$ cat src/rtl/pidc_pkg.sv
`timescale 1ns / 1ps

package pidc_pkg;

	// configuration register indexes
	localparam logic [2:0] REG_PROP_GAIN   = 3'd0;
	localparam logic [2:0] REG_INTEG_GAIN  = 3'd1;
	localparam logic [2:0] REG_DERIV_GAIN  = 3'd2;
	localparam logic [2:0] REG_OUT_MIN     = 3'd3;
	localparam logic [2:0] REG_OUT_MAX     = 3'd4;
	localparam logic [2:0] REG_PROP_ON_MEAS = 3'd5;
	localparam logic [2:0] REG_REVERSE     = 3'd6;

	// reset values
	localparam logic [15:0] PROP_GAIN_RST = 16'd256;
	localparam logic [15:0] OUT_MAX_RST   = 16'd25600;

	// item kind carried in tuser
	localparam logic FUNC_SAMPLE = 1'b0;
	localparam logic FUNC_MODE   = 1'b1;

	typedef struct packed {
		logic [15:0]        prop_gain;
		logic [15:0]        integ_gain;
		logic [15:0]        deriv_gain;
		logic signed [15:0] out_min;
		logic signed [15:0] out_max;
		logic               prop_on_measurement;
		logic               reverse_action;
	} cfg_t;

	typedef struct packed {
		logic               func;
		logic signed [15:0] measured;
		logic signed [15:0] setpoint;
		logic               auto_request;
	} item_t;

endpackage

$ cat src/rtl/pidc_cfg_regs.sv
`timescale 1ns / 1ps

module pidc_cfg_regs (
	input  logic               clk,
	input  logic               arst_n,
	input  logic               cfg_valid,
	output logic               cfg_ready,
	input  logic [2:0]         cfg_index,
	input  logic [15:0]        cfg_data,
	output pidc_pkg::cfg_t     cfg
);

	pidc_pkg::cfg_t cfg_q;

	assign cfg_ready = 1'b1;
	assign cfg       = cfg_q;

	always_ff @(posedge clk or negedge arst_n) begin
		if (!arst_n) begin
			cfg_q.prop_gain           <= pidc_pkg::PROP_GAIN_RST;
			cfg_q.integ_gain          <= '0;
			cfg_q.deriv_gain          <= '0;
			cfg_q.out_min             <= '0;
			cfg_q.out_max             <= pidc_pkg::OUT_MAX_RST;
			cfg_q.prop_on_measurement <= 1'b0;
			cfg_q.reverse_action      <= 1'b0;
		end else if (cfg_valid) begin
			unique case (cfg_index)
				pidc_pkg::REG_PROP_GAIN:    cfg_q.prop_gain <= cfg_data;
				pidc_pkg::REG_INTEG_GAIN:   cfg_q.integ_gain <= cfg_data;
				pidc_pkg::REG_DERIV_GAIN:   cfg_q.deriv_gain <= cfg_data;
				pidc_pkg::REG_OUT_MIN:      cfg_q.out_min <= cfg_data;
				pidc_pkg::REG_OUT_MAX:      cfg_q.out_max <= cfg_data;
				pidc_pkg::REG_PROP_ON_MEAS: cfg_q.prop_on_measurement <= cfg_data[0];
				pidc_pkg::REG_REVERSE:      cfg_q.reverse_action <= cfg_data[0];
				default: begin
				end
			endcase
		end
	end

endmodule

$ cat src/rtl/pidc_core.sv
`timescale 1ns / 1ps

module pidc_core (
	input  logic               clk,
	input  logic               arst_n,
	input  pidc_pkg::cfg_t     cfg,
	input  logic               fire,
	input  pidc_pkg::item_t    item,
	output logic signed [15:0] drive,
	output logic               computed
);

	logic signed [15:0] integral_q;
	logic signed [15:0] prev_meas_q;
	logic signed [15:0] prev_drive_q;
	logic               auto_q;

	logic signed [16:0] err;
	logic signed [16:0] din;
	logic signed [16:0] kp_s;
	logic signed [16:0] ki_s;
	logic signed [16:0] kd_s;
	logic signed [33:0] kp_err;
	logic signed [33:0] kp_din;
	logic signed [33:0] ki_err;
	logic signed [33:0] kd_din;
	logic signed [35:0] acc_i;
	logic signed [35:0] acc_d;
	logic signed [15:0] integ_new;
	logic signed [15:0] drive_new;
	logic signed [15:0] integ_load;

	// Q.16 sum -> round half up to Q8.8 -> clamp (max wins when limits cross)
	function automatic logic signed [15:0] round_clamp(
		input logic signed [35:0] acc,
		input logic signed [15:0] lo,
		input logic signed [15:0] hi
	);
		logic signed [35:0] r;
		logic signed [35:0] lo_x;
		logic signed [35:0] hi_x;
		logic signed [15:0] res;
		r    = (acc + 36'sd128) >>> 8;
		lo_x = {{20{lo[15]}}, lo};
		hi_x = {{20{hi[15]}}, hi};
		if (r > hi_x)
			res = hi;
		else if (r < lo_x)
			res = lo;
		else
			res = r[15:0];
		return res;
	endfunction

	function automatic logic signed [16:0] signed_gain(
		input logic [15:0] g,
		input logic        rev
	);
		logic signed [16:0] mag;
		mag = {1'b0, g};
		return rev ? (17'sd0 - mag) : mag;
	endfunction

	function automatic logic signed [35:0] q16_of(input logic signed [15:0] v);
		return {{12{v[15]}}, v, 8'b0};
	endfunction

	function automatic logic signed [35:0] sx_prod(input logic signed [33:0] p);
		return {{2{p[33]}}, p};
	endfunction

	always_comb begin
		err  = {item.setpoint[15], item.setpoint} - {item.measured[15], item.measured};
		din  = {item.measured[15], item.measured} - {prev_meas_q[15], prev_meas_q};
		kp_s = signed_gain(cfg.prop_gain, cfg.reverse_action);
		ki_s = signed_gain(cfg.integ_gain, cfg.reverse_action);
		kd_s = signed_gain(cfg.deriv_gain, cfg.reverse_action);

		kp_err = kp_s * err;
		kp_din = kp_s * din;
		ki_err = ki_s * err;
		kd_din = kd_s * din;

		// integral update, P on measurement folds into it
		acc_i = q16_of(integral_q) + sx_prod(ki_err);
		if (cfg.prop_on_measurement)
			acc_i = acc_i - sx_prod(kp_din);
		integ_new = round_clamp(acc_i, cfg.out_min, cfg.out_max);

		acc_d = q16_of(integ_new) - sx_prod(kd_din);
		if (!cfg.prop_on_measurement)
			acc_d = acc_d + sx_prod(kp_err);
		drive_new = round_clamp(acc_d, cfg.out_min, cfg.out_max);

		// bumpless transfer: integral seeded from last drive
		integ_load = round_clamp(q16_of(prev_drive_q), cfg.out_min, cfg.out_max);

		computed = (item.func == pidc_pkg::FUNC_SAMPLE) && auto_q;
		drive    = computed ? drive_new : 16'sd0;
	end

	always_ff @(posedge clk or negedge arst_n) begin
		if (!arst_n) begin
			integral_q   <= '0;
			prev_meas_q  <= '0;
			prev_drive_q <= '0;
			auto_q       <= 1'b0;
		end else if (fire) begin
			if (item.func == pidc_pkg::FUNC_MODE) begin
				if (item.auto_request && !auto_q)
					integral_q <= integ_load;
				auto_q <= item.auto_request;
			end else if (auto_q) begin
				integral_q   <= integ_new;
				prev_drive_q <= drive_new;
				prev_meas_q  <= item.measured;
			end
		end
	end

endmodule

$ cat src/rtl/pid_controller_step.sv
`timescale 1ns / 1ps

// discrete pid step with anti-windup clamping, all values signed q8.8
// input stream (s_axis_*): one word per sample or mode change; tuser is the
// kind (0 sample, 1 mode), tdata carries measured, setpoint, auto_request
// output stream (m_axis_*): exactly one word per input word; tdata is the
// clamped drive, tuser is set when a sample was processed in automatic mode
// (otherwise drive reads zero)
// config channel (cfg_*): register index and data, always ready; write only
// while no word is in flight
// a word accepted into the input register is computed from it and registered
// in the output register, from which it is offered on m_axis
// throughput: one word per cycle unless the receiver stalls; the integral
// feedback closes within the single combinational pass between the input
// register and the output register, so consecutive samples never wait on each other
// when the receiver stalls the output register holds its word and the input
// register still takes one more word; after that s_axis_tready drops
// reset clears the gains to their defaults, the integral, last measurement
// and last drive to zero, and selects manual mode

module pid_controller_step (
	input  logic        clk,
	input  logic        arst_n,

	input  logic        s_axis_tvalid,
	output logic        s_axis_tready,
	input  logic [39:0] s_axis_tdata,   // measured[15:0], setpoint[31:16], auto_request[32], zero pad
	input  logic        s_axis_tuser,   // func

	output logic        m_axis_tvalid,
	input  logic        m_axis_tready,
	output logic [15:0] m_axis_tdata,   // drive[15:0]
	output logic        m_axis_tuser,   // computed

	input  logic        cfg_valid,
	output logic        cfg_ready,
	input  logic [2:0]  cfg_index,
	input  logic [15:0] cfg_data
);

	pidc_pkg::cfg_t  cfg;
	pidc_pkg::item_t item_s1;
	logic            valid_s1;
	logic            advance;
	logic            fire;
	logic            s_accept;
	logic signed [15:0] core_drive;
	logic            core_computed;

	logic            m_valid_q;
	logic [15:0]     m_drive_q;
	logic            m_computed_q;

	pidc_cfg_regs u_cfg (
		.clk       (clk),
		.arst_n    (arst_n),
		.cfg_valid (cfg_valid),
		.cfg_ready (cfg_ready),
		.cfg_index (cfg_index),
		.cfg_data  (cfg_data),
		.cfg       (cfg)
	);

	// output register free or being emptied this cycle
	assign advance       = !m_valid_q || m_axis_tready;
	assign fire          = valid_s1 && advance;
	assign s_axis_tready = !valid_s1 || advance;
	assign s_accept      = s_axis_tvalid && s_axis_tready;

	always_ff @(posedge clk or negedge arst_n) begin
		if (!arst_n)
			valid_s1 <= 1'b0;
		else if (s_accept)
			valid_s1 <= 1'b1;
		else if (fire)
			valid_s1 <= 1'b0;
	end

	always_ff @(posedge clk) begin
		if (s_accept) begin
			item_s1.func         <= s_axis_tuser;
			item_s1.measured     <= s_axis_tdata[15:0];
			item_s1.setpoint     <= s_axis_tdata[31:16];
			item_s1.auto_request <= s_axis_tdata[32];
		end
	end

	// controller state and the whole step lives here
	pidc_core u_core (
		.clk      (clk),
		.arst_n   (arst_n),
		.cfg      (cfg),
		.fire     (fire),
		.item     (item_s1),
		.drive    (core_drive),
		.computed (core_computed)
	);

	always_ff @(posedge clk or negedge arst_n) begin
		if (!arst_n)
			m_valid_q <= 1'b0;
		else if (advance)
			m_valid_q <= valid_s1;
	end

	always_ff @(posedge clk) begin
		if (fire) begin
			m_drive_q    <= core_drive;
			m_computed_q <= core_computed;
		end
	end

	assign m_axis_tvalid = m_valid_q;
	assign m_axis_tdata  = m_drive_q;
	assign m_axis_tuser  = m_computed_q;

endmodule

$ cat config.mk
export PLATFORM = sky130hd
export DESIGN_NAME = pid_controller_step
export DESIGN_NICKNAME = d
export VERILOG_FILES = /design/src/rtl/pidc_pkg.sv /design/src/rtl/pidc_cfg_regs.sv /design/src/rtl/pidc_core.sv /design/src/rtl/pid_controller_step.sv
export SDC_FILE = /design/constraint.sdc
export NUM_CORES = 2
export LEC_CHECK = 0
export ABC_AREA = 1
export BUFFER_PORTS_ARGS = -buffer_cell sky130_fd_sc_hd__buf_2
export CAP_MARGIN = 40
export CORE_ASPECT_RATIO = 0.6
export CORE_MARGIN = 2
export CORE_UTILIZATION = 55
export DETAILED_ROUTE_END_ITERATION = 6
export HOLD_SLACK_MARGIN = 0.06
export PLACE_DENSITY_LB_ADDON = 0.1
export REMOVE_ABC_BUFFERS = 1
export SYNTH_ARGS = -nofsm -noshare
export SYNTH_HDL_FRONTEND = slang
export SYNTH_SLANG_ARGS = --single-unit
$ cat constraint.sdc
create_clock -name clk -period 29.5 [get_ports clk]
set_input_delay 2.95 -clock clk [delete_from_list [all_inputs] [get_ports clk]]
set_output_delay 2.95 -clock clk [all_outputs]
set_load 0.02 [all_outputs]
==> results.json <==
{
  "status": "finished, final reports clean",
  "cts_inserted_buffers": 17,
  "die_x_um": 447.6,
  "ctsHoldBuffers": 0,
  "worst-endpoint-required_ns": 29.89,
  "grt_max_degree": 47,
  "setup_tns_ns": 0,
  "ys_seq_elements": 184,
  "period_needed_ns": 28.17,
  "finalCritPeriodShare_pct": 95.49,
  "cpMostUsedCell": "nand2_1",
  "crit_type": "reg2reg",
  "synth_flop_cell": "dfrtp_1",
  "rows": 97,
  "syn_area_per_cell_um2": 7.756,
  "synth_area_mm2": 0.06493,
  "synth_mux_area_share_pct": 0.01734,
  "clock.fmax_mhz": 35.50,
  "antenna_found_initial": 13,
  "critical_path.max_fanout": 16,
  "regArea_mm2": 0.004866,
  "setup_viol": 0,
  "cts.sinks": 184,
  "grt_pass1_wl_um": 374800,
  "avgRoutedWirePerCell_um": 24.32,
  "cp_slowest_cell": "clkinvlp_4",
  "critPathCaptureType": "flop",
  "cts_tree": "yes",
  "seq_area_frac_synth_pct": 7.492,
  "drt_iter0_drc": 7263,
  "drive_above_1_share_pct": 8.723,
  "synthAdderAreaFrac_pct": 51.66,
  "cp.arrival_ns": 28.56,
  "core_mm2": 0.1169,
  "synth_compound_area_share_pct": 5.725,
  "mostFrequentLayoutCells": "1940 x inv_1, 1754 x nand2_1, 1319 x fa_1, 936 x nor2_1, 568 x ha_1",
  "synth.distinct_cells": 61,
  "die_h_um": 270.1,
  "drt_wl_total_um": 252500,
  "hold_violations": 0,
  "hold_path.class": "reg2reg",
  "port_buffers": 76,
  "hpwlAfterDp_um": 217500,
  "cts_max_level": 4,
  "synthArstFlopShare_pct": 72.28,
  "cts_buffer_depth": 2,
  "pin_count": 85,
  "multi_input_area_mm2": 0.05201,
  "clockRootBuffer": "clkbuf_16",
  "worst_setup_path_start_kind": "flop",
  "tightest_slew_ns": 0.9573,
  "grt_pass1_vias": 57970,
  "vias": 58580,
  "synthXorXnorAreaFrac_pct": 1.549,
  "max-slew-margin-rel_pct": 36.11,
  "synth_top_family_by_area": "adder cells",
  "gp_congestion": 1.071,
  "max_stage_delay_ns": 0.73,
  "drc": 0,
  "mostFrequentLayoutCell": "inv_1",
  "cap_viol_max_count": 0,
  "slew_violations": 0,
  "dr.pass1.iters": 7,
  "worstSkewPairLatency_ns": 0.52,
  "synth_simple_gate_area_share_pct": 20.81,
  "clk_pin_slew_ns": 0.08,
  "initial_core_util_pct": 55.55,
  "skew_ns": 0.02957,
  "grtUsageTotal_pct": 42.70,
  "grt_overflow_total": 0,
  "routed_via_density": 5.642,
  "dieArea_mm2": 0.1209,
  "postRouteAntennaNets": 0,
  "area_delta_synth_final_pct": 10.27,
  "synth_enable_flop_cells": 51,
  "fin_nets": 10730,
  "syn_inst": 8372,
  "nFillCells": 10750,
  "ys_warn_count": 0
}
synthesized netlist by cell type (7+ instances only):
| master | instances | share of area, % |
|---|---|---|
| edfxtp_1 | 51 | 2.4 |
| o21a_1 | 12 | 0.14 |
| buf_2 | 8 | 0.062 |
| buf_1 | 10 | 0.058 |
| a211oi_1 | 8 | 0.092 |
| nor3_1 | 69 | 0.53 |
| clkbuf_1 | 207 | 1.2 |
| nand4_1 | 89 | 0.86 |
| o21ai_0 | 286 | 2.2 |
| a21oi_1 | 279 | 2.2 |
| a31oi_1 | 13 | 0.13 |
| o211ai_1 | 12 | 0.14 |
| nand3_1 | 320 | 2.5 |
| o21ai_1 | 15 | 0.12 |
| nand3b_1 | 22 | 0.25 |
| fa_1 | 1320 | 41 |
| a21o_1 | 18 | 0.21 |
| inv_1 | 1946 | 11 |
| nor4_1 | 11 | 0.11 |
| dfrtp_1 | 129 | 5.0 |
| and2_1 | 20 | 0.19 |
| nor2_2 | 8 | 0.077 |
| or2_2 | 26 | 0.25 |
| xor2_1 | 68 | 0.92 |
| o21bai_1 | 14 | 0.16 |
| xnor2_1 | 45 | 0.61 |
| nor2_1 | 940 | 5.4 |
| ha_1 | 569 | 11 |
| clkinv_1 | 21 | 0.12 |
| nand2_2 | 14 | 0.13 |
| nor2_4 | 7 | 0.12 |
| nand2_1 | 1758 | 10 |
path summary, 6_finish.rpt:
kind,from,end,slack [ns],cells past startpoint
setup / recovery,item_s1[19],m_axis_tdata[14],1.33,124
setup reg to reg,item_s1[19],m_axis_tdata[14],1.33,124
hold / removal,u_cfg.cfg[31],u_cfg.cfg[31],0.49,2
min in group asynchronous,arst_n,u_core.prev_meas_q[5],2.32,1
max in group asynchronous,arst_n,u_cfg.cfg[15],26.08,3
hold reg to reg,u_cfg.cfg[31],u_cfg.cfg[31],0.49,2
metrics by stage:
| stage | hold WS [ns] | utilization, % | std cells | cell area, um^2 | worst slack, ns |
|---|---|---|---|---|---|
| 2_1_floorplan | 0.4530 | - | 8144 | 64050 | 5.841 |
| 5_1_grt | 0.5157 | 61.25 | 10380 | 71580 | -0.01659 |
| 6_report | 0.4912 | 61.26 | 10380 | 71600 | 1.332 |
| 3_3_place_gp | 0.4662 | 60.36 | 10320 | 70540 | 1.734 |
| 4_1_cts | 0.4930 | 61.13 | 10370 | 71450 | 1.422 |
| 3_5_place_dp | 0.4735 | 60.63 | 10340 | 70860 | 1.628 |
cell families (layout without fill, tap and decap cells):
family,count (synthesis),after routing
compound gates,687,687
other cells,1,7
fa+ha+maj,1889,1889
buf+inv,2197,2618
mux,1,1
simple gates,3299,3299
xor+xnor,114,114
flops,184,184
registers in the layout (all words and copies together), names as in the netlist:
signal               flops
item_s1                 34
m_axis_tdata            16
m_axis_tuser             1
m_axis_tvalid            1
u_cfg.cfg               82
u_core.auto_q            1
u_core.integral_q       16
u_core.prev_drive_q     16
u_core.prev_meas_q      16
valid_s1                 1
cell type report:
class	count	share of cell area, %
tap	1584	2.768
antenna	6	0.02097
sequential	184	6.796
multi-input combinational	5991	72.64
timing repair buffer	617	6.607
inverter	1969	10.34
clock buffer	19	0.6326
clock inverter	13	0.1870
routing by layer:
layer,GRT usage (%),share of wire (%),up-vias
met1,63.89,43,28760
met2,53.52,36,3567
met3,21.12,18,381
met4,11.29,3.1,12
li1,-,-,25860
met5,1.548,0.13,-
worst max-delay path: cells and delay by family (launching register included):
| kind | cells | cell delay [ns] |
|---|---|---|
| simple gates | 46 | 6.71 |
| flops | 1 | 0.42 |
| fa+ha+maj | 27 | 12.70 |
| compound gates | 20 | 4.03 |
| buf+inv | 31 | 4.11 |
what timing repair did:
action,CTS,global route
gates resized for setup,0,14
setup endpoints to repair,0,32
buffers inserted,0,7
Power is not shown: default switching activity piles up to over one toggle a cycle in this logic, so the estimate is an artifact.
